===== src/hdl/e2a_rot_cell.sv =====
// CORDIC rotation cell: one micro-rotation per lane toward a zero residual angle.
`default_nettype none
module e2a_rot_cell #(
  parameter int LANES = 1,
  parameter int SW = 1,
  parameter int SHIFT = 0,
  parameter logic [32:0] ATAN = 33'd0
) (
  input  wire logic                     clk_i,
  input  wire logic                     rst_ni,
  input  wire logic                     en_i,
  input  wire logic                     valid_i,
  input  wire logic [SW-1:0]            side_i,
  input  wire logic [LANES-1:0][32:0]   x_i,
  input  wire logic [LANES-1:0][32:0]   y_i,
  input  wire logic [LANES-1:0][32:0]   z_i,
  output logic                          valid_o,
  output logic [SW-1:0]                 side_o,
  output logic [LANES-1:0][32:0]        x_o,
  output logic [LANES-1:0][32:0]        y_o,
  output logic [LANES-1:0][32:0]        z_o
);

  logic                   valid_q;
  logic [SW-1:0]          side_q;
  logic [LANES-1:0][32:0] x_q, y_q, z_q, x_d, y_d, z_d;

  always_comb begin
    for (int l = 0; l < LANES; l++) begin
      if (!z_i[l][32]) begin
        x_d[l] = x_i[l] - 33'($signed(y_i[l]) >>> SHIFT);
        y_d[l] = y_i[l] + 33'($signed(x_i[l]) >>> SHIFT);
        z_d[l] = z_i[l] - ATAN;
      end else begin
        x_d[l] = x_i[l] + 33'($signed(y_i[l]) >>> SHIFT);
        y_d[l] = y_i[l] - 33'($signed(x_i[l]) >>> SHIFT);
        z_d[l] = z_i[l] + ATAN;
      end
    end
  end

  always_ff @(posedge clk_i or negedge rst_ni) begin
    if (!rst_ni) begin
      valid_q <= 1'b0;
    end else if (en_i) begin
      valid_q <= valid_i;
    end
  end

  always_ff @(posedge clk_i) begin
    if (en_i) begin
      side_q <= side_i;
      x_q    <= x_d;
      y_q    <= y_d;
      z_q    <= z_d;
    end
  end

  assign valid_o = valid_q;
  assign side_o  = side_q;
  assign x_o     = x_q;
  assign y_o     = y_q;
  assign z_o     = z_q;

endmodule
`default_nettype wire


===== config.mk =====
export PLATFORM = sky130hd
export DESIGN_NAME = e2a_rot_cell
export DESIGN_NICKNAME = d
export VERILOG_FILES = /design/src/hdl/e2a_rot_cell.sv
export SDC_FILE = /design/constraint.sdc
export NUM_CORES = 1
export LEC_CHECK = 0
export BUFFER_PORTS_ARGS = -buffer_cell sky130_fd_sc_hd__buf_2
export CAP_MARGIN = 15
export CORE_UTILIZATION = 31
export DETAILED_ROUTE_END_ITERATION = 10
export PLACE_DENSITY = 0.58
export RECOVER_POWER = 50
export SYNTH_ARGS = -nofsm -noshare
export SYNTH_HDL_FRONTEND = slang
export SYNTH_SLANG_ARGS = --single-unit

===== constraint.sdc =====
create_clock -name clk_i -period 1 [get_ports clk_i]
set_input_delay 0.1 -clock clk_i [delete_from_list [all_inputs] [get_ports clk_i]]
set_output_delay 0.1 -clock clk_i [all_outputs]
set_load 0.05 [all_outputs]

# Yosys cells after proc, flatten, opt, wreduce, memory -nomap -nowiden
# Cells that the tools add are included.
# totals
out_inout_bits	101
inputBits	104
word_cells	10
regBits	101
# classes
add_sub_neg	3
mux	2
# ops
operator	count
2-to-1 mux 33 bit	2
subtractor 33 bit	2
adder 33 bit	1

# Depth between registers and ports, before layout
# depth
ltp_word	2
mapped_depth	13
mapped_depth_nobuf	12

# Worst setup path before layout
# No wires, ideal clock.
# synth_path
path_kind	input port to flip-flop
startpoint	in x_i[0] in the netlist's numbering
endpoint	reg y_q (netlist bit y_o[30]) (data pin)
path_stages	11
t_arrival_ns	2.289
t_required_ns	0.730
setup_time_ns	0.270
slack_ns	-1.559
n_path_buf	0
path_cell_list	ha_1 fa_1 nor2b_1 o21bai_1 a21oi_1 o21ai_1 o21ai_1 a31oi_1 o2111ai_1 a311oi_1 xor2_1
# synth_rtl
element	line_no	text
start, declared	14	input wire logic [LANES-1:0][32:0] x_i,
end signal, assigned	54	y_q <= y_d;
end, declared	26	logic [LANES-1:0][32:0] x_q, y_q, z_q, x_d, y_d, z_d;

==> results.yml <==
global_route:
  overflow: 0
  antenna_found_initial: 1
  grt_max_degree: 32
  first_global_vias: 9924
  grt_pass1_wl_mm: 53.5
  grt.total_usage: 0.238
timing:
  setup_slack_ps: -1340
  rsz0062_at_grt: "yes"
  slew_viol_final: 0
  finalSetupViolCount: 163
  final_hold_viol_count: 0
  setup_tns_ps: -63500
  fmax_ghz: 0.427
  period_minus_slack_ps: 2340
  max_slew_margin: 0.634
  skew_ps: 0
  fin_crit_sh: 2.34
  worstMarginPinSlew_ps: 544
  hold_slack_ps: 72.9
final_layout:
  layout_commonest_cell: "buf_4"
  finish.utilization: 0.582
  final_area_um2: 16300
  insertedDiodeCount: 0
  drive_above_1_share: 0.517
  nets: 1815
  final_cell_count_no_fill: 1987
  syn_to_final_growth_pct: 83.1
  final_cell_mix: "buf_4 (339), buf_6 (147), edfxtp_1 (99), nor2_1 (90), buf_2 (84)"
drt:
  firstDrtPassIters: 5
  drt_wl_total_mm: 35.6
  drt_iter0_drc: 616
  viasPerCell: 5.03
  ant_nets: 0
  drc: 0
  wl_per_cell_um: 17.9
  vias: 9987
run_status:
  status: "finished, violations left"
  violations: "negative setup slack"
critical_path:
  crit_fanout: 3
  arrival_ps: 2450
  critPathLaunchType: "input pin"
  worst_ep_required_time_ps: 1120
  criticalPathCategory: "in -> reg"
  end_kind: "register"
power:
  pwr_density_cell_nw_per_um2: 1270
  clkPwrFrac: 0.185
  internal-power_w: 0.0122
  leakage_nw: 7.21
  power.switching_w: 0.00856
  pwr-share-seq: 0.276
  power_frac_comb: 0.539
  peakVddDrop_uv: 813
  switching_share: 0.413
place:
  placed_cells: 1892
  portBuffers: 204
  dp_hpwl_mm: 27.2
  gp_congestion: 0.939
  dpl-instance-area_um2: 13500
clocking:
  clk_pin_slew_ps: 80
  cts_buffer_depth: 2
  htreeDepth: 3
  cts_buffers: 9
  ctsRootBufferMaster: "clkbuf_16"
  cts_sinks: 100
  cts_tree: "done"
  insertion_delay_ps: 360
floorplan:
  fp.coreArea_um2: 28000
  fp.dieW_um: 171
  ios: 205
  fp-row-count: 61
  start_util: 0.318
  chipHeight_um: 171
  dieArea_um2: 29400
yosys:
  post_synth_num_cell_types: 68
  synthTopCellsByArea: "edfxtp_1 (33%), ha_1 (15%), a21oi_1 (6.6%), xnor2_1 (5.5%), nor2_1 (4.1%)"
  synth_top_cell_by_area: "edfxtp_1"
  ys.flop_type: "edfxtp_1"
  ys_ff_latch: 100
  synth_edf_count: 99
  syn-mean-instance-area_um2: 8.82
  yosys_warnings: 0
  syn_area_um2: 8900
  yosysTopAreaCellShare: 0.334
  synthCells: 1009
  synth-seq-area-share: 0.337
  synthArstFlopShare: 0.0100
  syn_nets: 1220
hold_path:
  hold_path.class: "in -> async"
flow_run:
  maxCapViolations: 0
-- flip-flops by register name, summed over array words and instances, names as in the netlist --
signal,flops
x_o,33
y_o,32
valid_o,1
z_o,33
side_o,1
-- worst paths after layout --
kind / from / end / slack (ps) / depth (start not counted)
setup / recovery: y_i[0] / x_o[30]$_DFFE_PP_ / -1340 / 13
hold / removal: rst_ni / valid_o$_DFFE_PN0P_ / 70 / 2
setup reg to reg: valid_o$_DFFE_PN0P_ / valid_o$_DFFE_PN0P_ / 100 / 2
hold reg to reg: valid_o$_DFFE_PN0P_ / valid_o$_DFFE_PN0P_ / 650 / 2
max in group asynchronous: rst_ni / valid_o$_DFFE_PN0P_ / 840 / 2
min in group clk_i: en_i / y_o[32]$_DFFE_PP_ / 170 / 1
-- Yosys cell counts (19+ instances only) --
| library cell | instances |
|---|---|
| a21oi_1 | 118 |
| clkbuf_1 | 21 |
| edfxtp_1 | 99 |
| ha_1 | 104 |
| inv_1 | 95 |
| mux2i_1 | 19 |
| nand2_1 | 45 |
| nor2_1 | 98 |
| nor3_1 | 20 |
| o21ai_0 | 60 |
| o21bai_1 | 19 |
| xnor2_1 | 56 |
-- metal layers --
metal	part of all wire	GRT usage	up-vias
met1	0.44	0.312	4754
met3	0.058	0.0276	62
met5	0	0	-
li1	-	-	4814
met4	0.026	0.0835	0
met2	0.48	0.402	357
-- per-stage QoR --
stage	worst slack, ps	power (W)
4_1_cts	-1270	0.0202
3_3_place_gp	-2000	0.0146
2_1_floorplan	-1420	0.0111
3_5_place_dp	-1920	0.0147
6_report	-1340	0.0207
5_1_grt	-1380	0.0216
-- power groups by stage --
stage,combinational (W),clock [W],sequential (W)
floorplan,0.00337,0,0.00771
global placement,0.00896,0,0.00565
detailed placement,0.00901,0,0.00565
CTS,0.0106,0.00392,0.00571
global route,0.0118,0.00402,0.00577
finish,0.0112,0.00382,0.00572
-- logic make-up (layout without fill, tap and decap cells) --
kind of cell	after synthesis	after routing	synth area share
adder cells (fa/ha/maj)	107	107	0.153
AO/OA/AOI/OAI	313	313	0.219
flip-flops	100	100	0.337
AND/OR/NAND/NOR	261	261	0.144
XOR/XNOR	63	63	0.0620
multiplexers	20	20	0.0226
buffers and inverters	145	745	0.0631
-- repair_timing --
item                                   CTS  global route
setup buffers                           28            30
gates resized for setup                389            94
hold buffers                            35             0
endpoints found under the hold margin   35             0
pin swaps                               95            90
setup endpoints to repair              164           163
cloned                                   0             0
-- final cells by class --
class	instances	area [um^2]
inverter	103	479
fill	2443	11700
timing repair buffer	626	5250
sequential	100	3000
clock inverter	7	91.3
clock buffer	9	225
tap	378	473
multi-input combinational	764	6780
-- worst max-delay path, cell delays in order --
cell      delay (ps)
buf_12           120
buf_6            110
ha_4             160
fa_2             350
nand2b_4         170
a21oi_4          180
o311ai_4         170
a211oi_4         370
o31ai_4          150
a211oi_2         210
nor4_1            70
a31oi_1          200
xor2_1            90
(Power assumes the default switching activity.)
