--- config.mk ---
export PLATFORM = sky130hd
export DESIGN_NAME = e2a_sub_cell
export DESIGN_NICKNAME = d
export VERILOG_FILES = /design/src/hdl/e2a_sub_cell.sv
export SDC_FILE = /design/constraint.sdc
export NUM_CORES = 1
export LEC_CHECK = 0
export BUFFER_PORTS_ARGS = -buffer_cell sky130_fd_sc_hd__buf_2
export CORE_MARGIN = 10
export CORE_UTILIZATION = 40
export DETAILED_ROUTE_END_ITERATION = 10
export GPL_ROUTABILITY_DRIVEN = 0
export HOLD_SLACK_MARGIN = 0.1
export PLACE_DENSITY = 0.78
export REMOVE_ABC_BUFFERS = 1
export SLEW_MARGIN = 15
export SYNTH_ARGS = -nofsm -noshare
export SYNTH_HDL_FRONTEND = slang
export SYNTH_SLANG_ARGS = --single-unit
--- constraint.sdc ---
create_clock -name clk_i -period 0.8 [get_ports clk_i]
set_input_delay 0.04 -clock clk_i [delete_from_list [all_inputs] [get_ports clk_i]]
set_output_delay 0.04 -clock clk_i [all_outputs]
set_load 0.01 [all_outputs]
--- src/hdl/e2a_sub_cell.sv ---
// Modulo reduction cell: conditionally subtracts a fixed multiple on each lane.
`default_nettype none
module e2a_sub_cell #(
  parameter int LANES = 1,
  parameter int W = 44,
  parameter int SW = 1,
  parameter logic [LANES-1:0][W-1:0] SUBS = '0
) (
  input  wire logic                      clk_i,
  input  wire logic                      rst_ni,
  input  wire logic                      en_i,
  input  wire logic                      valid_i,
  input  wire logic [SW-1:0]             side_i,
  input  wire logic [LANES-1:0][W-1:0]   r_i,
  output logic                           valid_o,
  output logic [SW-1:0]                  side_o,
  output logic [LANES-1:0][W-1:0]        r_o
);

  logic                    valid_q;
  logic [SW-1:0]           side_q;
  logic [LANES-1:0][W-1:0] r_q, r_d;

  always_comb begin
    for (int l = 0; l < LANES; l++) begin
      if (r_i[l] >= SUBS[l]) begin
        r_d[l] = r_i[l] - SUBS[l];
      end else begin
        r_d[l] = r_i[l];
      end
    end
  end

  always_ff @(posedge clk_i or negedge rst_ni) begin
    if (!rst_ni) begin
      valid_q <= 1'b0;
    end else if (en_i) begin
      valid_q <= valid_i;
    end
  end

  always_ff @(posedge clk_i) begin
    if (en_i) begin
      side_q <= side_i;
      r_q    <= r_d;
    end
  end

  assign valid_o = valid_q;
  assign side_o  = side_q;
  assign r_o     = r_q;

endmodule
`default_nettype wire

=== After elaboration in Yosys (flattened, before gate mapping) ===
Index checks and enable logic that the tools add are counted.

* Bits in registers: 46
* Output and inout bits: 46
* Logic and storage cells: 3

=== Logic depth before layout (Yosys ltp) ===
Gate-level depths: netlist of the first run.

* Depth in word-level cells: 0
* Mapped depth: 1
* Mapped depth without buffers: 1

=== Worst setup path before layout of the first run ===
Ideal clock, no wire load.

* Path type: register to register
* Start: reg, netlist name valid_o
* End: reg valid_q, in the netlist valid_o
* Library setup time: 125 ps
* Arrival time: 654 ps
* Required time: 675 ps
* Setup slack: 21 ps
* Stages on the path, launching flop included: 2
* Buffers on the path: 0
* Clock period less this slack: 779 ps
* Cells stage by stage: dfrtp_1 > mux2_4

{| class="wikitable"
|+ RTL lines
! what !! RTL line !! source
|-
| end signal: assignment || 38 || <nowiki>valid_q <= valid_i;</nowiki>
|-
| end: declaration || 20 || <nowiki>logic valid_q;</nowiki>
|}

=== Worst setup path in the final report of the first run ===
* Start: reg r_q (netlist bit r_o[22])
* End: out r_o[22] (netlist name)

{| class="wikitable"
|+ RTL lines
! what !! RTL line !! source
|-
| start: declaration || 22 || <nowiki>logic [LANES-1:0][W-1:0] r_q, r_d;</nowiki>
|-
| start signal: assignment || 45 || <nowiki>r_q <= r_d;</nowiki>
|-
| end: declaration || 17 || <nowiki>output logic [LANES-1:0][W-1:0] r_o</nowiki>
|}

No word-level cell between the ends.

==> results of run 1 <==
[state kept, by name, indices dropped and copies added, names as in the netlist]
name	count
side_o	1
r_o	44
valid_o	1
[timing repair]
item | 4_1_cts | 5_1_grt
buffers inserted | 0 | 1
hold endpoints to repair | 47 | 1
pin swaps | 0 | 0
gates resized for setup | 0 | 7
endpoints found under the setup margin | 46 | 47
[power by group]
| part | total, mW | internal [mW] | switching [mW] |
|---|---|---|---|
| clock network | 1.08 | 0.344 | 0.732 |
| logic | 0.727 | 0.413 | 0.314 |
| registers | 2.92 | 2.85 | 0.0631 |
[routing by layer]
layer  part of all wire, %  vias up  GRT usage, %
met1                    35      487          15.5
met3                    14        4          9.91
li1                      -      494             -
met5                     0        -             0
met2                    51       83          25.6
met4                  0.59        0          4.12
[placed cells by master (no fill, tap or decap)]
cell           count
buf_2             89
dlygate4sd3_1     48
edfxtp_1          45
buf_6              6
clkbuf_4           5
buf_12             2
mux2_4             1
clkinv_1           1
inv_6              1
clkinvlp_4         1
dfrtp_1            1
[final timing paths]
check                      cells past startpoint                  end
max                                            1              r_o[22]
max reg2reg                                    2  valid_o$_DFFE_PN0P_
min in group asynchronous                      3  valid_o$_DFFE_PN0P_
min reg2reg                                    2  valid_o$_DFFE_PN0P_
min                                            2  valid_o$_DFFE_PN0P_
max in group asynchronous                      3  valid_o$_DFFE_PN0P_
[area by class of cell]
type | instances | area (sq um)
sequential | 46 | 1380
tap | 46 | 57.6
multi-input combinational | 1 | 15.0
timing repair buffer | 145 | 1030
fill | 199 | 797
clock buffer | 5 | 37.5
clock inverter | 3 | 20.0
[cell families after synthesis]
| family | share of synthesized area [%] |
|---|---|
| flip-flops | 98.9 |
| multiplexers | 1.08 |
[metrics by stage]
stage,hold slack (ns),setup WS (ns),std cells
finish,0.0623,-0.188,246
floorplan,-0.256,0.0207,47
global placement,-0.185,0.0638,189
CTS,0.0295,-0.159,245
detailed placement,-0.183,0.0587,189
global route,0.0289,-0.247,246
[cell usage after synthesis (all sizes together)]
master  instances
dfrtp           1
edfxtp         45
mux2            1
==> flow_metrics.env, run 1 <==
export IMPL_status="finished with violations"
export IMPL_failed_checks="negative setup slack"
export IMPL_cts_root_buf="clkbuf_4"
export IMPL_fmax_mhz=1010
export IMPL_overflow=0
export IMPL_rsz0062_at_grt="yes"
export IMPL_grt_pass1_vias=1253
export IMPL_yosys_top_cells_area="edfxtp_1 (97%), dfrtp_1 (1.8%), mux2_4 (1.1%)"
export IMPL_drt_initial_drc_count=86
export IMPL_start_util_pct=41.7
export IMPL_cts_clk_slew_worst_paths_ns=0.14
export IMPL_clock_latency_ns=0.35
export IMPL_rows=21
export IMPL_synth_top_area_cell="edfxtp_1"
export IMPL_crit_type="reg -> out"
export IMPL_drive_gt1_share_pct=52.5
export IMPL_slowest_delay_ns=0.44
export IMPL_fin_worst_skew_ns=0
export IMPL_die_w_um=79.0
export IMPL_synth_area_sq_mm=0.00139
export IMPL_synth_top_area_share_pct=97.1
export IMPL_ys_ff_latch=46
export IMPL_path_cells="buf_6"
export IMPL_vias=1068
export IMPL_hold_class="in -> reg"
export IMPL_peakVddDrop_v=0.00158
export IMPL_worst_slew_pin_slew_ns=0.160
export IMPL_drtPass1Iterations=4
export IMPL_arrival_ns=0.95
export IMPL_die_h_um=79.0
export IMPL_final_setup_viol_count=47
export IMPL_setup_ws_ns=-0.188
export IMPL_wl_per_cell_um=19.4
export IMPL_seq_area_frac_synth_pct=98.9
export IMPL_endpoint_kind="primary output"
export IMPL_grt_usage_pct=15.3
export IMPL_critPathTopFamily="flip-flops"
export IMPL_hold_buffers=48
export IMPL_total_power_mw=4.72
export IMPL_grt_max_degree=29
export IMPL_syn_to_final_growth_pct=82.6
export IMPL_slew_headroom_pct=89.4
export IMPL_maxCapViolCount=0
export IMPL_cts_buffers=5
export IMPL_dpl_instance_area_sq_mm=0.00196
export IMPL_clockBufferDepth=2
export IMPL_h_tree_depth=2
export IMPL_wirelength_um=4780
export IMPL_antenna_found_initial=0
export IMPL_drc=0
export IMPL_n_antenna_cell=0
export IMPL_fin_util_pct=76.1
export IMPL_rr_startpoint="valid_o$_DFFE_PN0P_"
export IMPL_cpMaxStageDelayCell="edfxtp_1"
export IMPL_finalMaxSlewViolations=0
export IMPL_syn_inst=47
export IMPL_yosysWarnings=0
export IMPL_numClockSinks=46
export IMPL_avgSynthCellArea_sq_um=29.6
export IMPL_nNetsFinal=248
export IMPL_cts_tree="built"
export IMPL_hp_start="en_i"
export IMPL_startpoint_type="flip-flop"
export IMPL_final_area_sq_mm=0.00254
export IMPL_fin_crit_ns=0.988
export IMPL_die_area_sq_mm=0.00624
export IMPL_crit_fanout=1
export IMPL_final_setup_tns_ns=-6.13
export IMPL_crit_start="r_o[22]$_DFFE_PP_"
export IMPL_port_buffers=94
export IMPL_core_region_area_sq_mm=0.00334
export IMPL_regToRegSetupSlack_ns=-0.12
export IMPL_finalHoldViolCount=0
export IMPL_p_per_area_mw_per_mm2=1860
export IMPL_final_antenna_net_count=0
export IMPL_ios=95
export IMPL_fin_crit_sh_pct=124
export IMPL_synth_cell_type_count=3
export IMPL_cp_required_ns=0.76
export IMPL_path_buf_inv=1
export IMPL_grt_pass1_wl_um=7070
export IMPL_viasPerCell=4.34
export IMPL_leakage_nw=1.10
Note: power is estimated with default switching activity, not from simulation.
==> run 2, diff against run 1 <==
--- a/config.mk
+++ b/config.mk
@@ -6,6 +6,7 @@
 export NUM_CORES = 1
 export LEC_CHECK = 0
 export BUFFER_PORTS_ARGS = -buffer_cell sky130_fd_sc_hd__buf_2
+export CORE_ASPECT_RATIO = 1.2
 export CORE_MARGIN = 10
 export CORE_UTILIZATION = 40
 export DETAILED_ROUTE_END_ITERATION = 10
==> flow_metrics.env, run 2 (synthesized netlist as in run 1, its figures left out) <==
export IMPL_cts_post_setup_buffers_inserted=0
export IMPL_vias=1076
export IMPL_cts_clk_slew_worst_paths_ns=0.09
export IMPL_cts_root_buf="clkbuf_8"
export IMPL_r2r_end="valid_o$_DFFE_PN0P_"
export IMPL_finalHoldViolCount=0
export IMPL_fin_util_pct=76.5
export IMPL_grt_usage_pct=15.2
export IMPL_cts_tree="built"
export IMPL_fmax_mhz=1110
export IMPL_final_setup_viol_count=46
export IMPL_clkPwrFrac_pct=31.5
export IMPL_hp_start="en_i"
export IMPL_clock_latency_ns=0.29
export IMPL_grt_pass1_wl_um=7000
export IMPL_worst_slew_pin_slew_ns=0.187
export IMPL_switching_power_mw=1.10
export IMPL_slowest_delay_ns=0.42
export IMPL_hpwl_um=2700
export IMPL_crit_start="r_o[37]$_DFFE_PP_"
export IMPL_path_cells="buf_6"
export IMPL_final_cell_mix="buf_2 (90), dlygate4sd3_1 (48), edfxtp_1 (45)"
export IMPL_cpMaxStageDelayCell="edfxtp_1"
export IMPL_p_int_mw=4.18
export IMPL_wirelength_um=4760
export IMPL_leakage_nw=1.10
export IMPL_drtPass1Iterations=4
export IMPL_h_tree_depth=2
export IMPL_r2r_cells=1
export IMPL_slew_headroom_pct=87.5
export IMPL_num_fill_cells=186
export IMPL_fin_crit_sh_pct=113
export IMPL_core_region_area_sq_mm=0.00334
export IMPL_finalMaxSlewViolations=0
export IMPL_endpoint_kind="primary output"
export IMPL_rows=23
export IMPL_final_setup_tns_ns=-2.37
export IMPL_wl_per_cell_um=20.1
export IMPL_maxCapViolCount=0
export IMPL_path_buf_inv=1
export IMPL_p_per_area_mw_per_mm2=2070
export IMPL_peakVddDrop_v=0.00175
export IMPL_arrival_ns=0.86
export IMPL_seq_area_sq_mm=0.00138
export IMPL_hold_slack_ns=0.235
export IMPL_viasPerCell=4.54
export IMPL_nNetsFinal=247
export IMPL_drc=0
export IMPL_p_sw_share_pct=20.9
export IMPL_startpoint_type="flip-flop"
export IMPL_crit_end="r_o[37]"
export IMPL_rr_startpoint="valid_o$_DFFE_PN0P_"
export IMPL_rsz0062_at_grt="yes"
export IMPL_overflow=0
export IMPL_failed_checks="negative setup slack"
export IMPL_largest_reg_flops=44
export IMPL_regToRegSetupSlack_ns=0.01
export IMPL_numClockSinks=46
export IMPL_fin_worst_skew_ns=0
export IMPL_clockBufferDepth=2
export IMPL_status="finished with violations"
export IMPL_worst_path_stages=1
export IMPL_crit_type="reg -> out"
export IMPL_port_buffers=94
export IMPL_die_h_um=84.6
export IMPL_ios=95
export IMPL_drive_gt1_share_pct=52.3
export IMPL_setup_ws_ns=-0.101
export IMPL_cp_required_ns=0.76
export IMPL_layout_commonest_cell="buf_2"
export IMPL_cts_buffers=5
export IMPL_crit_fanout=1
export IMPL_grt_max_degree=33
export IMPL_multiInputGateArea_sq_um=15.0
export IMPL_hold_class="in -> reg"
export IMPL_p_seq_share_pct=55.2
export IMPL_pwr_share_comb_pct=13.4
export IMPL_drt_initial_drc_count=39
export IMPL_critPathTopFamily="flip-flops"
export IMPL_syn_to_final_growth_pct=83.5
export IMPL_die_area_sq_mm=0.00625
export IMPL_antenna_found_initial=1
export IMPL_die_w_um=73.8
export IMPL_final_antenna_net_count=0
export IMPL_fin_crit_ns=0.901
export IMPL_grt_pass1_vias=1284
export IMPL_start_util_pct=41.7
[run 2: repair_timing]
| action | CTS | global route |
|---|---|---|
| cloned | 0 | 0 |
| resized for setup | 0 | 5 |
| hold buffers | 48 | 0 |
| endpoints found under the hold margin | 47 | 0 |
| setup endpoints to repair | 46 | 46 |
[run 2: final cells by class]
type / count / share of cell area [%]
Clock buffer: 6 / 2.84
Clock inverter: 2 / 1.47
Multi-Input combinational cell: 1 / 0.588
Timing Repair Buffer: 144 / 39.3
Tap cell: 37 / 1.81
Sequential cell: 46 / 53.9
Antenna cell: 1 / 0.0980
[run 2: stage by stage]
stage / cells / power, mW / instance area (sq um) / setup slack [ns]
6_report: 237 / 5.28 / 2550 / -0.101
2_1_floorplan: 47 / 3.08 / 1390 / 0.0207
5_1_grt: 237 / 5.47 / 2550 / -0.137
3_5_place_dp: 180 / 3.44 / 1940 / -0.00290
4_1_cts: 236 / 5.24 / 2530 / -0.0745
3_3_place_gp: 180 / 3.42 / 1940 / 0.0133
[run 2: layer usage]
| layer | track usage (%) | part of all wire, % | vias to the layer above |
|---|---|---|---|
| met4 | 6.45 | 0.80 | 0 |
| met5 | 0 | 0 | - |
| met2 | 23.4 | 50 | 71 |
| li1 | - | - | 492 |
| met1 | 15.7 | 35 | 509 |
| met3 | 10.0 | 14 | 4 |
[run 2: how the worst min path moves through the flow]
stage	slack [ns]	end	depth (start not counted)
floorplan	-0.26	valid_o$_DFFE_PN0P_	0
global placement	-0.18	valid_o$_DFFE_PN0P_	1
detailed placement	-0.18	valid_o$_DFFE_PN0P_	1
CTS	0.22	r_o[9]$_DFFE_PP_	2
global route	0.23	r_o[18]$_DFFE_PP_	2
finish	0.23	r_o[18]$_DFFE_PP_	2
[run 2: power by group through the flow]
stage                     clock [mW]  combinational [mW]  sequential (mW)
after floorplan                    0             0.00831             3.07
after global placement             0               0.476             2.94
after detailed placement           0               0.488             2.95
after CTS                       1.67               0.670             2.90
after global routing            1.78               0.755             2.93
final                           1.66               0.706             2.91
