--- config.mk ---
export PLATFORM = sky130hd
export DESIGN_NAME = e2a_sqrt_cell
export DESIGN_NICKNAME = d
export VERILOG_FILES = /design/src/hdl/e2a_sqrt_cell.sv
export SDC_FILE = /design/constraint.sdc
export NUM_CORES = 1
export LEC_CHECK = 0
export ABC_CLOCK_PERIOD_IN_PS = 2600
export BUFFER_PORTS_ARGS = -buffer_cell sky130_fd_sc_hd__buf_4
export CORE_ASPECT_RATIO = 0.5
export CORE_MARGIN = 2
export CORE_UTILIZATION = 35
export DETAILED_ROUTE_END_ITERATION = 7
export GPL_ROUTABILITY_DRIVEN = 0
export PLACE_DENSITY = 0.54
export SYNTH_ARGS = -nofsm -noshare
export SYNTH_HDL_FRONTEND = slang
export SYNTH_SLANG_ARGS = --single-unit
export TNS_END_PERCENT = 50
--- constraint.sdc ---
create_clock -name clk_i -period 2.6 [get_ports clk_i]
set_clock_uncertainty 0.2 [all_clocks]
set_input_delay 0.52 -clock clk_i [delete_from_list [all_inputs] [get_ports clk_i]]
set_output_delay 0.52 -clock clk_i [all_outputs]
set_load 0.02 [all_outputs]
--- src/hdl/e2a_sqrt_cell.sv ---
// Integer square root cell: resolves one root bit per cycle while en_i is high.
`default_nettype none
module e2a_sqrt_cell #(
  parameter int SW = 1,
  parameter int K = 0
) (
  input  wire logic          clk_i,
  input  wire logic          rst_ni,
  input  wire logic          en_i,
  input  wire logic          valid_i,
  input  wire logic [SW-1:0] side_i,
  input  wire logic [63:0]   v_i,
  input  wire logic [63:0]   r_i,
  output logic               valid_o,
  output logic [SW-1:0]      side_o,
  output logic [63:0]        v_o,
  output logic [63:0]        r_o
);

  localparam logic [63:0] BITV = 64'd1 << (2 * K);

  logic          valid_q;
  logic [SW-1:0] side_q;
  logic [63:0]   v_q, r_q, v_d, r_d, trial;

  always_comb begin
    trial = r_i + BITV;
    if (v_i >= trial) begin
      v_d = v_i - trial;
      r_d = (r_i >> 1) + BITV;
    end else begin
      v_d = v_i;
      r_d = r_i >> 1;
    end
  end

  always_ff @(posedge clk_i or negedge rst_ni) begin
    if (!rst_ni) begin
      valid_q <= 1'b0;
    end else if (en_i) begin
      valid_q <= valid_i;
    end
  end

  always_ff @(posedge clk_i) begin
    if (en_i) begin
      side_q <= side_i;
      v_q    <= v_d;
      r_q    <= r_d;
    end
  end

  assign valid_o = valid_q;
  assign side_o  = side_q;
  assign v_o     = v_q;
  assign r_o     = r_q;

endmodule
`default_nettype wire

## Yosys cells after proc, flatten, opt, wreduce, memory -nomap -nowiden

Index checks and enable logic that the tools add are counted.

- Register bits after elaboration: 130
- Latch bits: 0
- Bits in writable memories: 0
- Bits in read-only memories: 0
- Bits of input ports: 133
- Output and inout bits: 130
- Logic and storage cells: 11
- Memories: 0

- Add/sub/neg operators: 3
- $mul: 0
- Divide/modulo/power cells: 0
- Order comparisons: 1
- Equality and inequality tests: 0
- Shift-type cells: 0
- Muxes and demuxes: 2
- Bitwise logic cells: 0
- Reductions and logical operators: 0

Operator list:

| operator | count |
|---|---|
| $add 63x1->64 const B | 1 |
| $add 64x1->64 const B | 1 |
| $ge 64x64->1 | 1 |
| $mux 64 | 1 |
| $sub 64x64->64 | 1 |
| $mux 63 | 1 |

## Longest topological paths before layout

Gate-level depths: netlist of the first run.

- Depth in word-level cells: 3
- Gate-level depth with buffers: 26
- Depth with buffers taken out: 21

## Worst setup path after synthesis of the first run

Ideal clock, no wire load.

- Kind: in2reg
- Start: input r_i[5]
- End: register r_q[29], in the netlist r_o[29] (data pin)
- Library setup time: 0.258 ns
- Data arrival time: 4.992 ns
- Required time: 2.142 ns
- Setup slack: -2.849 ns
- Cell stages on the path: 24
- Buffers on the path: 4
- Cells stage by stage: buf_2 -> nand2_1 -> nor2_1 -> and3_1 -> and3_1 -> clkbuf_1 -> nand3_1 -> nor2_1 -> and4_1 -> and4b_1 -> nand2_1 -> xor2_1 -> ha_1 -> clkbuf_1 -> nand4_1 -> nor4_2 -> nand2_1 -> o31a_1 -> o21ai_2 -> a221o_1 -> buf_6 -> nand2b_4 -> or4_1 -> xnor2_1

- Word-level cells in the longest chain between the ends: 3
- Elaborated cells on any way between the ends: 4
- Classes of those cells: 2 x add/sub; 1 x order compare; 1 x mux

Ends and longest elaborated chain:

| item | RTL line | text |
|---|---|---|
| start: declaration | 13 | `input wire logic [63:0] r_i,` |
| $add 64x1->64 | 27 | `trial = r_i + BITV;` |
| $ge 64x64->1 | 28 | `if (v_i >= trial) begin` |
| $mux 63 * | 28 |  |
| named net r_d[29] | 24 | `logic [63:0] v_q, r_q, v_d, r_d, trial;` |
| end signal: assignment | 49 | `r_q <= r_d;` |
| end: declaration | 24 |  |

Mark *: on every way through the listed nets, which the timed path passes. The rest lies on a longest branch.
A chain may end at the register's enable or synchronous reset.

## Final worst setup path of the first run

- Start: input r_i[1]
- End: register v_q[61], in the netlist v_o[61] (data pin)

- Word-level cells in the longest chain between the ends: 3
- Elaborated cells on any way between the ends: 4
- Classes of those cells: 2 x add/sub; 1 x order compare; 1 x mux

Ends and longest elaborated chain:

| item | RTL line | text |
|---|---|---|
| $add 64x1->64 * | 27 |  |
| $sub 64x64->64 or $ge 64x64->1 (tied branches) | 29, 28 |  |
| $mux 64 * | 28 |  |
| named net v_d[61] | 24 |  |
| end signal: assignment | 48 | `v_q <= v_d;` |
| end: declaration | 24 |  |

Marks and branches as above.

==> results of run 1 <==
==> path summary, 6_finish.rpt <==
check / slack (ps) / cells after the start / startpoint / to
min reg2reg: 320 / 1 / valid_o / valid_o
max reg2reg: 1650 / 1 / valid_o / valid_o
min in group asynchronous: 160 / 2 / rst_ni / valid_o
min: 30 / 1 / side_i / side_o
max in group asynchronous: 1960 / 2 / rst_ni / valid_o
max: -2020 / 23 / r_i[1] / v_o[61]
==> layer usage <==
metal	GRT usage (%)	vias to the layer above	share of wire [%]	wire, um
li1	-	5947	-	-
met5	0	-	0	0
met2	44.8	388	48	21500
met1	35.0	5927	44	20000
met3	4.19	79	5.5	2470
met4	8.70	0	2.8	1270
==> cells in the final DEF, fill, tap and decap left out, drive strengths merged, types with 27 or more instances in the layout <==
cell type    n
nor2       132
edfxtp     129
nor3        31
xor2        80
a21o        47
nand3       53
nand2      163
o21ai       53
nand4       35
buf        742
ha          66
a21oi      128
inv         27
xnor2      101
==> sequential cells by signal, indices dropped and copies added (netlist names) <==
name	flops
side_o	1
r_o	64
valid_o	1
v_o	64
==> logic make-up (layout without fill, tap and decap cells) <==
family	Yosys count	after routing	synth area share, %
flops	130	130	36.0
fa+ha+maj	67	67	7.82
buf+inv	76	803	3.04
compound gates	288	288	16.5
xor+xnor	181	181	14.6
simple gates	501	501	21.7
mux	3	3	0.289
==> final cells by class <==
| cell class | instances | area [um^2] | area share (%) |
|---|---|---|---|
| multi-input cells | 1040 | 7690 | 41.1 |
| repair buffers | 747 | 5940 | 31.8 |
| flip-flops and latches | 130 | 3900 | 20.9 |
| well taps | 399 | 499 | 2.67 |
| clock buffers | 19 | 443 | 2.37 |
| clock inverters | 13 | 130 | 0.696 |
| inverters | 24 | 90.1 | 0.482 |
==> per-stage QoR <==
stage | setup TNS, ps | hold slack, ps | power [mW] | util, % | area, um^2
after floorplan | -267820 | 24.4 | 4.25 | - | 11000
after global placement | -313260 | 95.5 | 5.86 | 54.8 | 16600
after detailed placement | -312380 | 96.4 | 5.90 | 54.8 | 16600
after CTS | -229320 | 11.0 | 8.42 | 58.6 | 17800
after global routing | -256690 | 15.8 | 9.09 | 61.6 | 18700
final | -240710 | 28.5 | 8.72 | 61.6 | 18700
==> power by group through the flow <==
stage | clock, mW | combinational (mW) | sequential, mW
final | 2.41 | 3.63 | 2.68
after global routing | 2.51 | 3.87 | 2.71
after CTS | 2.43 | 3.30 | 2.69
after detailed placement | 0 | 3.17 | 2.73
after global placement | 0 | 3.14 | 2.73
after floorplan | 0 | 1.22 | 3.02
==> timing repair <==
item / in CTS / in global routing
hold buffers: 1 / 0
pin swaps: 60 / 46
setup buffers: 18 / 14
resized for setup: 111 / 153
hold endpoints to repair: 1 / 0
setup endpoints to repair: 128 / 128
cloned: 0 / 7
==> metrics.yaml, run 1 <==
status: "finished, violations left"
violations: "setup timing"
async_reset_ff_share_pct: 0.769
ys_ff_latch: 130
grt_usage_pct: 26.5
viasPerCell: 5.20
avgSynthCellArea_um2: 8.69
insertion_delay_ps: 460
die_x_um: 253
period_share_pct: 178
syn_nets: 1446
yosys-top-cells-count: "nand2_1 (163), nor2_1 (132), edfxtp_1 (129), a21oi_1 (128), xnor2_1 (101)"
drv_slew: 0
crit_path_start_kind: "input port"
vias: 12341
wl_um: 45300
hold_viol: 0
ys.flop_type: "edfxtp_1"
synthToLayoutAreaGrowth_pct: 72.7
clk_root_buffer_cell: "clkbuf_16"
seq_power_share_pct: 30.8
yosys_warnings: 0
firstDrtPassIters: 5
initial_core_util_pct: 35.7
worst_pin_slew_ps: 587
p_sw_share_pct: 34.5
clkTransAtPathRegs_ps: 70
cts_max_level: 4
final_cells: 2372
irDropWorstVdd_uv: 530
antennaDiodeCount: 0
synth_area_leaders: "edfxtp_1 (36%), xnor2_1 (8.2%), ha_1 (7.6%)"
coreArea_mm2: 0.0303
critPathBufInv: 7
cpMostUsedCell: "buf_4"
p_int_mw: 5.71
dp_slack_ps: -2640
synth_edf_count: 129
grt_pass1_wl_um: 65900
overflow: 0
ys_seq_area_share_pct: 36.0
end_kind: "flip-flop"
max-slew-margin-rel_pct: 60.5
syn_inst: 1246
setup_ws_ps: -2020
grt_pass1_vias: 12140
cts_tree: "done"
synth_cell_types: 65
layout-drive-gt1-share_pct: 49.9
drcViolationCount: 0
setup_viol: 128
rows: 45
path_max_fanout: 6
hpwlAfterDp_um: 35400
numPortBuffers: 262
wire_per_inst_um: 19.1
clock_path_buffers: 2
yosys.area.top_type: "edfxtp_1"
p_clk_share_pct: 27.6
antenna_found_initial: 0
fin_crit_ps: 4620
p_switching_mw: 3.01
fillers: 2554
ioPinCount: 263
slowest_delay_ps: 410
required_ps: 2610
power_leakage_nw: 8.26
yosys.area.top_type_share_pct: 35.8
cp_cell_sequence: "buf_4 > buf_4 > ha_1 > nand3_2 > nor3_4 > inv_2 > or3_4 > or2_4 > nor2_2 > xnor2_1 > ha_1 > buf_4 > nand2_1 > o21ai_1 > a31oi_1 > o21ba_4 > o21ai_4 > a221o_4 > buf_12 > buf_12 > buf_4 > o22ai_2 > nor2_1"
crit_family: "simple AND/OR/NAND/NOR gates"
ant_nets: 0
arrival_ps: 4640
powerDensity_mw_per_mm2: 467
dpl.cell_count: 2302
min_path_type: "input port to flip-flop"
final_nets: 2160
crit_type: "input port to flip-flop"
die_area_mm2: 0.0324
fmax_ghz: 0.216
rsz0062_at_grt: "yes"
syn_area_mm2: 0.0108
numCtsBuffers: 17
drt_iter0_markers: 936
grt_max_degree: 53
max_cap_violations: 0
slowest_stage: "or3_4"
die_h_um: 128
p_comb_share_pct: 41.6
yosysMostFrequentCell: "nand2_1"
cts.sinks: 130
Note: power is estimated with default switching activity, not from simulation.
==> inputs of run 2 (changes only) <==
BUFFER_PORTS_ARGS = -buffer_cell sky130_fd_sc_hd__buf_2   (was -buffer_cell sky130_fd_sc_hd__buf_4)
CAP_MARGIN = 20   (was default)
CTS_CLUSTER_SIZE = 8   (was default)
==> run 2 against run 1 <==
Compared with the run above: the run still ends with setup timing left; global-route usage hardly changed; wire length fell by 3.5%; clock power up 6%; final area fell by 4.1%; hold slack improved by 19 ps; maximum frequency fell by 2.0%; via count fell by 0.44%; sequential share of layout area grew 0.88 points; highest routed layer unchanged; core utilization fell by 2.5 points; setup slack worse by 93 ps; first-iteration DRC count is 12% lower.
==> metrics.yaml, run 2 (same netlist as run 1, synthesis figures left out) <==
grt_pass1_wl_um: 65700
drcViolationCount: 0
p_switching_mw: 2.96
cts.sinks: 130
p_sw_share_pct: 34.2
wire_per_inst_um: 18.4
p_int_mw: 5.70
viasPerCell: 5.18
rsz0062_at_grt: "yes"
seq_power_share_pct: 30.9
grt_max_degree: 40
max_cap_violations: 0
cts_tree: "done"
drv_slew: 0
power_mw: 8.66
fin_crit_ps: 4720
wl_met3_um: 2260
p_clk_share_pct: 29.4
synthToLayoutAreaGrowth_pct: 65.7
fillers: 2636
cpMostUsedCell: "and3_4"
die_x_um: 253
ant_nets: 0
dpl.cell_count: 2297
clock_path_buffers: 2
setup_viol: 128
slowest_delay_ps: 420
firstDrtPassIters: 5
period_share_pct: 181
numCtsBuffers: 17
fmax_ghz: 0.212
final_cell_mix: "buf_4 (453), buf_2 (257), nand2_1 (144)"
drt-met1-wl_um: 19200
required_ps: 2700
rows: 45
vias: 12287
slowest_stage: "a221o_4"
final_nets: 2156
initial_core_util_pct: 35.7
grt_usage_pct: 26.5
drt_iter0_markers: 821
violations: "setup timing"
rr_startpoint: "valid_o"
hpwlAfterDp_um: 34600
end_kind: "flip-flop"
hold_start: "side_i"
powerDensity_mw_per_mm2: 483
p_comb_share_pct: 39.7
worst_pin_slew_ps: 1030
layout-drive-gt1-share_pct: 48.7
cts_max_level: 4
startpoint: "r_i[8]"
clk_root_buffer_cell: "clkbuf_16"
coreArea_mm2: 0.0303
dp_slack_ps: -2660
grt_pass1_vias: 12185
antenna_found_initial: 3
wl_met2_um: 21200
die_area_mm2: 0.0324
clkTransAtPathRegs_ps: 60
max-slew-margin-rel_pct: 30.6
min_path_type: "input port to flip-flop"
crit_path_start_kind: "input port"
top_layer: "met4"
irDropWorstVdd_uv: 488
status: "finished, violations left"
overflow: 0
ioPinCount: 263
path_max_fanout: 11
die_h_um: 128
setup_ws_ps: -2120
final_cells: 2372
arrival_ps: 4810
final_common_cell: "buf_4"
wl_um: 43700
power_leakage_nw: 8.01
cp_cell_sequence: "buf_8 > and4_4 > and3_4 > and3_4 > and3_4 > nand2_1 > nor4_2 > buf_4 > nand3_2 > nor2_2 > xnor2_2 > ha_2 > a21oi_2 > o21ai_0 > a31oi_1 > o21ba_4 > o21ai_2 > buf_4 > a221o_4 > buf_6 > buf_12 > buf_8 > buf_16 > a21oi_4"
insertion_delay_ps: 450
numPortBuffers: 262
crit_type: "input port to flip-flop"
hold_viol: 0
## run 2: final timing paths
kind	end	slack [ps]	cells past startpoint
setup / recovery	v_o[19]	-2120	24
hold / removal	side_o	50	1
setup reg to reg	valid_o	1640	1
hold reg to reg	valid_o	330	1
max in group asynchronous	valid_o	1930	2
min in group asynchronous	valid_o	190	2
## run 2: final cells by class
cell class                 count  area [um^2]  share of cell area [%]
antenna                        4         10.0                  0.0558
clock buffer                  17          425                    2.37
clock inverter                15          180                    1.00
inverter                      24         90.1                   0.502
multi-input combinational   1040         7550                    42.1
sequential                   130         3900                    21.7
tap                          399          499                    2.78
timing repair buffer         743         5280                    29.4
## run 2: through the flow
stage | util (%) | TNS (ps) | hold WS, ps | area, um^2
after floorplan | - | -267820 | 24.4 | 11000
after global placement | 52.6 | -318930 | 95.1 | 15900
after detailed placement | 52.6 | -317370 | 98.9 | 15900
after CTS | 57.7 | -242430 | 28.4 | 17500
after global routing | 59.1 | -267070 | 23.5 | 17900
final | 59.1 | -252010 | 47.9 | 17900
## run 2: power by group through the flow
stage	clock, mW	sequential, mW	combinational [mW]
floorplan	0	3.02	1.22
global placement	0	2.71	2.95
finish	2.55	2.67	3.44
CTS	2.59	2.68	3.30
detailed placement	0	2.72	2.98
global route	2.68	2.70	3.68
## run 2: routing by layer
layer / up-vias / track usage (%)
li1: 5951 / -
met2: 359 / 45.4
met5: - / 0
met4: 0 / 8.84
met1: 5918 / 34.2
met3: 59 / 4.55
## run 2: timing repair
action                                  CTS  global route
pin swaps                                49            33
resized for setup                       149            87
hold buffers                              1             0
buffers inserted                         20            11
endpoints found under the setup margin  128           128
hold endpoints to repair                  1             0
cloned                                    8             0
## run 2: worst max-delay path: cells and delay by family
kind,cells,cell delay [ps]
buf+inv,7,1000
simple gates,8,1430
xor+xnor,1,160
compound gates,7,1300
fa+ha+maj,1,380
