File: src/hdl/e2a_vec_cell.sv
// CORDIC vectoring cell: one micro-rotation per lane driving y toward zero.
`default_nettype none
module e2a_vec_cell #(
  parameter int LANES = 1,
  parameter int SW = 1,
  parameter int SHIFT = 0,
  parameter logic [32:0] ATAN = 33'd0
) (
  input  wire logic                     clk_i,
  input  wire logic                     rst_ni,
  input  wire logic                     en_i,
  input  wire logic                     valid_i,
  input  wire logic [SW-1:0]            side_i,
  input  wire logic [LANES-1:0][32:0]   x_i,
  input  wire logic [LANES-1:0][32:0]   y_i,
  input  wire logic [LANES-1:0][32:0]   z_i,
  output logic                          valid_o,
  output logic [SW-1:0]                 side_o,
  output logic [LANES-1:0][32:0]        x_o,
  output logic [LANES-1:0][32:0]        y_o,
  output logic [LANES-1:0][32:0]        z_o
);

  logic                   valid_q;
  logic [SW-1:0]          side_q;
  logic [LANES-1:0][32:0] x_q, y_q, z_q, x_d, y_d, z_d;

  // Once y reaches zero the lane holds its values for the rest of the chain.
  always_comb begin
    for (int l = 0; l < LANES; l++) begin
      if (!y_i[l][32] && (y_i[l] != 33'd0)) begin
        x_d[l] = x_i[l] + 33'($signed(y_i[l]) >>> SHIFT);
        y_d[l] = y_i[l] - 33'($signed(x_i[l]) >>> SHIFT);
        z_d[l] = z_i[l] + ATAN;
      end else if (y_i[l][32]) begin
        x_d[l] = x_i[l] - 33'($signed(y_i[l]) >>> SHIFT);
        y_d[l] = y_i[l] + 33'($signed(x_i[l]) >>> SHIFT);
        z_d[l] = z_i[l] - ATAN;
      end else begin
        x_d[l] = x_i[l];
        y_d[l] = y_i[l];
        z_d[l] = z_i[l];
      end
    end
  end

  always_ff @(posedge clk_i or negedge rst_ni) begin
    if (!rst_ni) begin
      valid_q <= 1'b0;
    end else if (en_i) begin
      valid_q <= valid_i;
    end
  end

  always_ff @(posedge clk_i) begin
    if (en_i) begin
      side_q <= side_i;
      x_q    <= x_d;
      y_q    <= y_d;
      z_q    <= z_d;
    end
  end

  assign valid_o = valid_q;
  assign side_o  = side_q;
  assign x_o     = x_q;
  assign y_o     = y_q;
  assign z_o     = z_q;

endmodule
`default_nettype wire

File: config.mk
export PLATFORM = sky130hd
export DESIGN_NAME = e2a_vec_cell
export DESIGN_NICKNAME = d
export VERILOG_FILES = /design/src/hdl/e2a_vec_cell.sv
export SDC_FILE = /design/constraint.sdc
export NUM_CORES = 1
export LEC_CHECK = 0
export ABC_AREA = 1
export ABC_CLOCK_PERIOD_IN_PS = 1300
export BUFFER_PORTS_ARGS = -buffer_cell sky130_fd_sc_hd__buf_2
export CORE_MARGIN = 2
export CORE_UTILIZATION = 45
export DETAILED_ROUTE_END_ITERATION = 10
export HOLD_SLACK_MARGIN = 0.1
export PLACE_DENSITY_LB_ADDON = 0.15
export REMOVE_ABC_BUFFERS = 1
export SETUP_SLACK_MARGIN = 0.5
export SYNTH_ARGS = -nofsm -noshare
export SYNTH_HDL_FRONTEND = slang
export SYNTH_SLANG_ARGS = --single-unit
File: constraint.sdc
create_clock -name clk_i -period 1.3 [get_ports clk_i]
set_clock_uncertainty 0.2 [all_clocks]
set_input_delay 0.13 -clock clk_i [delete_from_list [all_inputs] [get_ports clk_i]]
set_output_delay 0.13 -clock clk_i [all_outputs]
set_load 0.1 [all_outputs]
==> flow_summary_export.csv, run 1 <==
group,metric,value,unit
run_status,status,"stopped before the end",
run_status,failing_step,"5_1_grt",
run_status,firstError,"[ERROR GRT-0232] Routing congestion too high. Check the congestion heatmap in the GUI.",
yosys,synthTopCellsByArea,"edfxtp_1 (27%), nand2_1 (21%), ha_1 (12%)",
yosys,yosys-top-cells-count,"nand2_1 (608), inv_1 (342), nand3_1 (165)",
sta,grt-worst-endpoint,"y_o[31]$_DFFE_PP_/D",
yosys,syn_avg_cell_area,6.34,um2
placement,dp_hpwl,36.1,mm
die,io_pins,205,
yosys,yosysUniqueCellTypes,38,
yosys,yosysTopAreaCellShare,27.2,%
die,fp.dieH,161,um
clock_network,clk_path_buf_depth,2,
global_route,grt_usage,70.7,%
yosys,yosysMostFrequentCell,"nand2_1",
yosys,synth.cell_area,0.0110,mm2
die,die_w,161,um
yosys,yosysSeqAreaShare,27.4,%
yosys,synth-edff-count,100,
yosys,ys_async_sr_fraction,0.990,%
clock_network,cts_buffers,9,
clock_network,cts-htree-levels,3,
yosys,synth-seq-cells,101,
placement,place_congestion,0.978,
placement,numPortBuffers,204,
yosys,synth-main-ff-cell,"edfxtp_1",
clock_network,numClockSinks,101,
die,start_util,45.6,%
yosys,syn_inst,1740,
yosys,yosysWarnings,0,
placement,postPlaceCellArea,0.0160,mm2
global_route,overflow,7,
die,rows,57,
yosys,yosysTopAreaCell,"edfxtp_1",
sta,endpoint_type,"sequential cell input",
clock_network,cts_root_buf,"clkbuf_16",
global_route,grt_max_degree,43,
## stage by stage
| step | setup WS, ps | utilization (%) | TNS [ps] | hold WS (ps) | instances |
|---|---|---|---|---|---|
| CTS | -562 | 80.2 | -28970 | -276 | 2589 |
| detailed placement | -1260 | 66.0 | -69840 | -292 | 2506 |
| global placement | -1220 | 66.0 | -67720 | -295 | 2506 |
| floorplan | -2120 | - | -91950 | -366 | 1696 |
## per-layer routing
| layer | overflow | global-route usage [%] |
|---|---|---|
| met5 | 0 | 28.2 |
| met4 | 4 | 62.9 |
| met3 | 0 | 55.8 |
| met2 | 3 | 88.0 |
| met1 | 0 | 72.5 |
## logic make-up after synthesis
group / count (synthesis) / share of synthesized area [%]
xor+xnor: 30 / 2.38
flops: 101 / 27.4
buf+inv: 393 / 14.1
compound gates: 161 / 7.98
simple gates: 947 / 35.6
mux: 1 / 0.102
fa+ha+maj: 107 / 12.3
## what timing repair did
| action | in CTS |
|---|---|
| buffers inserted | 64 |
| resized for setup | 726 |
| pin swaps | 196 |
| cloned | 2 |
| endpoints found under the hold margin | 72 |
| setup endpoints to repair | 168 |
| hold buffers | 1 |
==> inputs of run 2 (changes only) <==
--- a/config.mk
+++ b/config.mk
@@ -9,12 +9,10 @@
 export ABC_CLOCK_PERIOD_IN_PS = 1300
 export BUFFER_PORTS_ARGS = -buffer_cell sky130_fd_sc_hd__buf_2
 export CORE_MARGIN = 2
-export CORE_UTILIZATION = 45
+export CORE_UTILIZATION = 30
 export DETAILED_ROUTE_END_ITERATION = 10
-export HOLD_SLACK_MARGIN = 0.1
 export PLACE_DENSITY_LB_ADDON = 0.15
 export REMOVE_ABC_BUFFERS = 1
-export SETUP_SLACK_MARGIN = 0.5
 export SYNTH_ARGS = -nofsm -noshare
 export SYNTH_HDL_FRONTEND = slang
 export SYNTH_SLANG_ARGS = --single-unit
==> flow_summary_export.csv, run 2 <==
group,metric,value,unit
critical_path,r2r_setup_slack,320,ps
clock_network,clk_path_buf_depth,2,
yosys,synth-seq-cells,101,
power_and_ir_drop,peakVddDrop,0.665,mV
clock_network,tritoncts,"done",
clock_network,cts_root_buf,"clkbuf_16",
critical_path,arrival,1790,ps
hold_path,hp-class,"in2reg",
yosys,yosysTopAreaCellShare,27.2,%
yosys,yosysWarnings,0,
yosys,yosys-top-cells-count,"nand2_1 (608), inv_1 (342), nand3_1 (165)",
sta,setup_slack,-552,ps
final_layout,layout.cells.most_common_list,"nand2_1 (381), buf_4 (345), inv_1 (258)",
final_layout,layout_commonest_cell,"nand2_1",
yosys,yosysUniqueCellTypes,38,
placement,postPlaceCellArea,0.0165,mm2
sta,setup_tns,-30020,ps
detailed_routing,drc_errors,0,
sta,hold_viol,0,
sta,worst_pin_slew,604,ps
power_and_ir_drop,leakage,10.4,nW
detailed_routing,first_pass_iters,5,
global_route,grt_pass1_vias,13400,
clock_network,clkSlewWorstSetupHoldPaths,90,ps
global_route,overflow,0,
detailed_routing,num_vias,13400,
die,rows,70,
run_status,violations,"setup timing",
detailed_routing,ant_nets,0,
final_layout,syn_to_final_growth,90.0,%
power_and_ir_drop,power.total,19.4,mW
yosys,synth.cell_area,0.0110,mm2
critical_path,cp_max_fo,5,
yosys,yosysSeqAreaShare,27.4,%
clock_network,cts-htree-levels,3,
global_route,grt_usage,24.4,%
critical_path,cp.required,1240,ps
die,die_w,196,um
yosys,syn_avg_cell_area,6.34,um2
yosys,syn_inst,1740,
critical_path,cp_cell_sequence,"buf_4, inv_4, ha_4, buf_8, nand2_1, nand2_1, nand2_1, nand2_1, buf_4, nand2_1, a21oi_1, nor2_1, nand2_1, nand2_1, nand3_1, nand3_2",
die,io_pins,205,
final_layout,final_util,57.5,%
sta,finalMaxSlewViolations,0,
final_layout,drive_above_1_share,51.7,%
critical_path,critPathBufInv,4,
critical_path,cp_slowest_cell,"ha_4",
critical_path,critical_path.top_delay_family,"simple AND/OR/NAND/NOR gates",
placement,numPortBuffers,204,
die,fp.dieH,196,um
yosys,yosysMostFrequentCell,"nand2_1",
sta,finalCriticalPeriod,1850,ps
clock_network,numClockSinks,101,
clock_network,cts_buffers,9,
critical_path,worstSetupPathType,"in2reg",
global_route,antenna_found_initial,1,
sta,fmax,540,MHz
placement,dp_hpwl,37.9,mm
clock_network,worst_skew_pair.late_latency,380,ps
yosys,yosysTopAreaCell,"edfxtp_1",
placement,place_congestion,0.945,
critical_path,slowest_delay,300,ps
placement,post-place-ws,-1290,ps
final_layout,fin_area,0.0210,mm2
yosys,synth-main-ff-cell,"edfxtp_1",
die,die_area,0.0383,mm2
sta,relSlewSlack,59.7,%
detailed_routing,drt_iter0_drc,710,
die,start_util,30.3,%
final_layout,nets,2563,
sta,grt_setup_unrepaired,"true",
critical_path,start_kind,"input port",
global_route,grt_pass1_wl,71.9,mm
run_status,status,"finished, violations left",
detailed_routing,routedWlPerCell,17.3,um
yosys,ys_async_sr_fraction,0.990,%
detailed_routing,routed_via_density,4.74,
yosys,synth-edff-count,100,
sta,fin_crit_sh,142,%
global_route,grt_max_degree,40,
sta,setup_viol,167,
yosys,synthTopCellsByArea,"edfxtp_1 (27%), nand2_1 (21%), ha_1 (12%)",
run,drv_cap,0,
power_and_ir_drop,p_per_area,923,mW/mm2
die,design.core.area,0.0364,mm2
critical_path,cp-end-kind,"register",
critical_path,cpMostUsedCell,"nand2_1",
detailed_routing,wirelength,48.8,mm
==> run 2: cell families after synthesis <==
kind of cell	Yosys count	share of synthesized area (%)
fa+ha+maj	107	12.3
xor+xnor	30	2.38
flops	101	27.4
compound gates	161	7.98
buf+inv	393	14.1
mux	1	0.102
simple gates	947	35.6
==> run 2: through the flow <==
| step | cells | hold slack, ps |
|---|---|---|
| 2_1_floorplan | 1696 | -366 |
| 3_3_place_gp | 2702 | -294 |
| 3_5_place_dp | 2702 | -293 |
| 4_1_cts | 2793 | 5.00 |
| 5_1_grt | 2826 | 14.9 |
| 6_report | 2826 | 0.0363 |
==> run 2: area by class of cell <==
type,count,area [um2]
tap,468,586
fill,3313,15500
antenna,1,2.50
timing repair buffer,645,6510
sequential,101,3030
multi-input combinational,1246,9130
inverter,349,1380
clock buffer,9,225
clock inverter,7,103
==> run 2: per-layer routing <==
layer	part of all wire [%]	global-route usage (%)
met4	2.7	7.88
met2	47	41.4
met1	46	32.7
met3	4.1	2.44
met5	0	0
==> run 2: path summary, 6_finish.rpt <==
| check | startpoint | to | depth (start not counted) |
|---|---|---|---|
| min in group asynchronous | rst_ni | valid_o$_DFFE_PN0P_ | 3 |
| max in group asynchronous | rst_ni | valid_o$_DFFE_PN0P_ | 3 |
| hold reg to reg | valid_o$_DFFE_PN0P_ | valid_o$_DFFE_PN0P_ | 1 |
| hold / removal | en_i | x_o[2]$_DFFE_PP_ | 2 |
| setup / recovery | x_i[13] | x_o[28]$_DFFE_PP_ | 16 |
| setup reg to reg | valid_o$_DFFE_PN0P_ | valid_o$_DFFE_PN0P_ | 1 |
==> run 2: where the power goes <==
| group | switching [mW] | internal [mW] | total (mW) |
|---|---|---|---|
| Sequential | 0.322 | 4.10 | 4.43 |
| Clock | 1.54 | 1.57 | 3.11 |
| Combinational | 7.11 | 4.71 | 11.8 |
| Total | 8.97 | 10.4 | 19.4 |
==> run 2: repair_timing <==
action                                  in CTS  in global routing
endpoints found under the setup margin     167                167
hold buffers                                45                  0
gates resized for setup                    470                449
cloned                                       0                  1
hold endpoints to repair                    44                  0
setup buffers                               30                 32
pin swaps                                  106                151
Note: power is estimated with default switching activity, not from simulation.
==> inputs of run 3 (changes only) <==
--- a/config.mk
+++ b/config.mk
@@ -9,9 +9,9 @@
 export ABC_CLOCK_PERIOD_IN_PS = 1300
 export BUFFER_PORTS_ARGS = -buffer_cell sky130_fd_sc_hd__buf_2
 export CORE_MARGIN = 2
-export CORE_UTILIZATION = 30
+export CORE_UTILIZATION = 38
 export DETAILED_ROUTE_END_ITERATION = 10
-export PLACE_DENSITY_LB_ADDON = 0.15
+export PLACE_DENSITY = 0.68
 export REMOVE_ABC_BUFFERS = 1
 export SYNTH_ARGS = -nofsm -noshare
 export SYNTH_HDL_FRONTEND = slang
==> flow_summary_export.csv, run 3 (synthesized netlist as in run 2, its figures left out) <==
group,metric,value,unit
final_layout,final_util,74.6,%
critical_path,cpMostUsedCell,"nand2_2",
detailed_routing,drc_errors,0,
power_and_ir_drop,peakVddDrop,0.725,mV
global_route,antenna_found_initial,7,
detailed_routing,first_pass_iters,8,
global_route,grt_max_degree,32,
clock_network,clkSlewWorstSetupHoldPaths,90,ps
critical_path,arrival,2080,ps
final_layout,multiInputGateArea,0.00939,mm2
sta,setup_viol,166,
critical_path,cp_slowest_cell,"inv_1",
power_and_ir_drop,p_switching,9.50,mW
sta,finalMaxSlewViolations,0,
critical_path,start_kind,"input port",
final_layout,regArea,0.00303,mm2
sta,grt_setup_unrepaired,"true",
critical_path,cp_cell_sequence,"buf_6, buf_4, inv_2, ha_4, buf_4, nand2_1, nand2_1, inv_1, nand2_2, a21oi_2, nand2_2, nand2_2, nand3_1, nand3_2, nand3_2",
final_layout,nets,2573,
sta,hold_viol,0,
clock_network,tritoncts,"done",
critical_path,critical_path.top_delay_family,"simple AND/OR/NAND/NOR gates",
sta,fin_crit_sh,165,%
global_route,grt_pass1_vias,14000,
run,drv_cap,0,
sta,hold_ws,5.77,ps
placement,numPortBuffers,204,
clock_network,clk_path_buf_depth,2,
sta,setup_slack,-848,ps
placement,dp_cells,2597,
die,start_util,38.5,%
die,io_pins,205,
detailed_routing,wirelength,59.5,mm
critical_path,cp.required,1230,ps
detailed_routing,routed_via_density,5.53,
global_route,grt_pass1_wl,74.1,mm
sta,finalCriticalPeriod,2150,ps
power_and_ir_drop,leakage,10.5,nW
placement,place_congestion,0.962,
die,die_w,174,um
sta,relSlewSlack,73.1,%
final_layout,syn_to_final_growth,93.4,%
final_layout,fin_area,0.0213,mm2
critical_path,critPathBufInv,5,
global_route,overflow,0,
critical_path,cp_max_fo,3,
final_layout,finalNonFillerCells,2756,
final_layout,layout.cells.most_common_list,"nand2_1 (370), buf_4 (336), inv_1 (248)",
detailed_routing,drt_iter0_drc,1758,
sta,worst_pin_slew,400,ps
detailed_routing,ant_nets,0,
clock_network,worst_skew_pair.late_latency,380,ps
critical_path,cp-end-kind,"register",
placement,post-place-ws,-1210,ps
clock_network,numClockSinks,101,
power_and_ir_drop,pwr-share-comb,63.0,%
clock_network,cts_buffers,9,
clock_network,cts-htree-levels,3,
detailed_routing,num_vias,15200,
power_and_ir_drop,internal_power,10.3,mW
die,design.core.area,0.0286,mm2
final_layout,fillers,1843,
placement,dp_hpwl,35.7,mm
hold_path,hp-class,"in2reg",
sta,fmax,466,MHz
placement,postPlaceCellArea,0.0163,mm2
power_and_ir_drop,p_clk_share,14.6,%
detailed_routing,routedWlPerCell,21.6,um
die,die_area,0.0304,mm2
clock_network,cts_root_buf,"clkbuf_16",
power_and_ir_drop,power.share.switching,48.0,%
die,fp.dieH,174,um
critical_path,worstSetupPathType,"in2reg",
final_layout,layout_commonest_cell,"nand2_1",
die,rows,62,
run_status,violations,"setup timing",
critical_path,slowest_delay,300,ps
global_route,grt_usage,31.4,%
power_and_ir_drop,p_per_area,927,mW/mm2
power_and_ir_drop,power_frac_seq,22.4,%
run_status,status,"finished, violations left",
final_layout,drive_above_1_share,54.1,%
## run 3: stage by stage
stage               power, mW  TNS [ps]
floorplan                9.68    -91950
global placement         13.8    -68400
detailed placement       13.9    -68950
CTS                      17.9    -30610
global route             20.4    -46620
finish                   19.8    -43260
## run 3: power by group through the flow
stage | Clock [mW] | Combinational (mW) | Sequential, mW
after global placement | 0 | 9.29 | 4.49
final | 2.89 | 12.5 | 4.43
after CTS | 2.84 | 10.7 | 4.43
after global routing | 2.99 | 12.9 | 4.47
after floorplan | 0 | 2.58 | 7.09
after detailed placement | 0 | 9.37 | 4.50
## run 3: worst paths after layout
kind                                     startpoint                  end  slack [ps]  cells past startpoint
worst max-delay path                         y_i[9]    x_o[27]$_DFFE_PP_        -850                     15
worst min-delay path                           en_i     x_o[5]$_DFFE_PP_           6                      2
worst max register to register  valid_o$_DFFE_PN0P_  valid_o$_DFFE_PN0P_         310                      1
worst min register to register  valid_o$_DFFE_PN0P_  valid_o$_DFFE_PN0P_         380                      1
max in group asynchronous                    rst_ni  valid_o$_DFFE_PN0P_         390                      3
min in group asynchronous                    rst_ni  valid_o$_DFFE_PN0P_         410                      3
## run 3: area by class of cell
class | count | share of cell area [%]
flip-flops and latches | 101 | 14.2
clock inverters | 7 | 0.311
clock buffers | 9 | 1.06
inverters | 349 | 6.54
multi-input cells | 1246 | 44.0
diodes | 5 | 0.0586
well taps | 384 | 2.25
repair buffers | 655 | 31.6
## run 3: metal layers
layer	GRT usage [%]	part of all wire [%]	wire [um]
met2	51.3	45	26700
met5	0	0.022	13
met3	6.71	11	6460
met1	39.5	37	21900
met4	15.0	7.5	4460
## run 3: repair_timing
action,in CTS,in global routing
cloned,4,4
hold endpoints to repair,42,0
buffers inserted,34,58
endpoints found under the setup margin,166,167
pin swaps,113,154
hold buffers,43,0
resized for setup,538,468
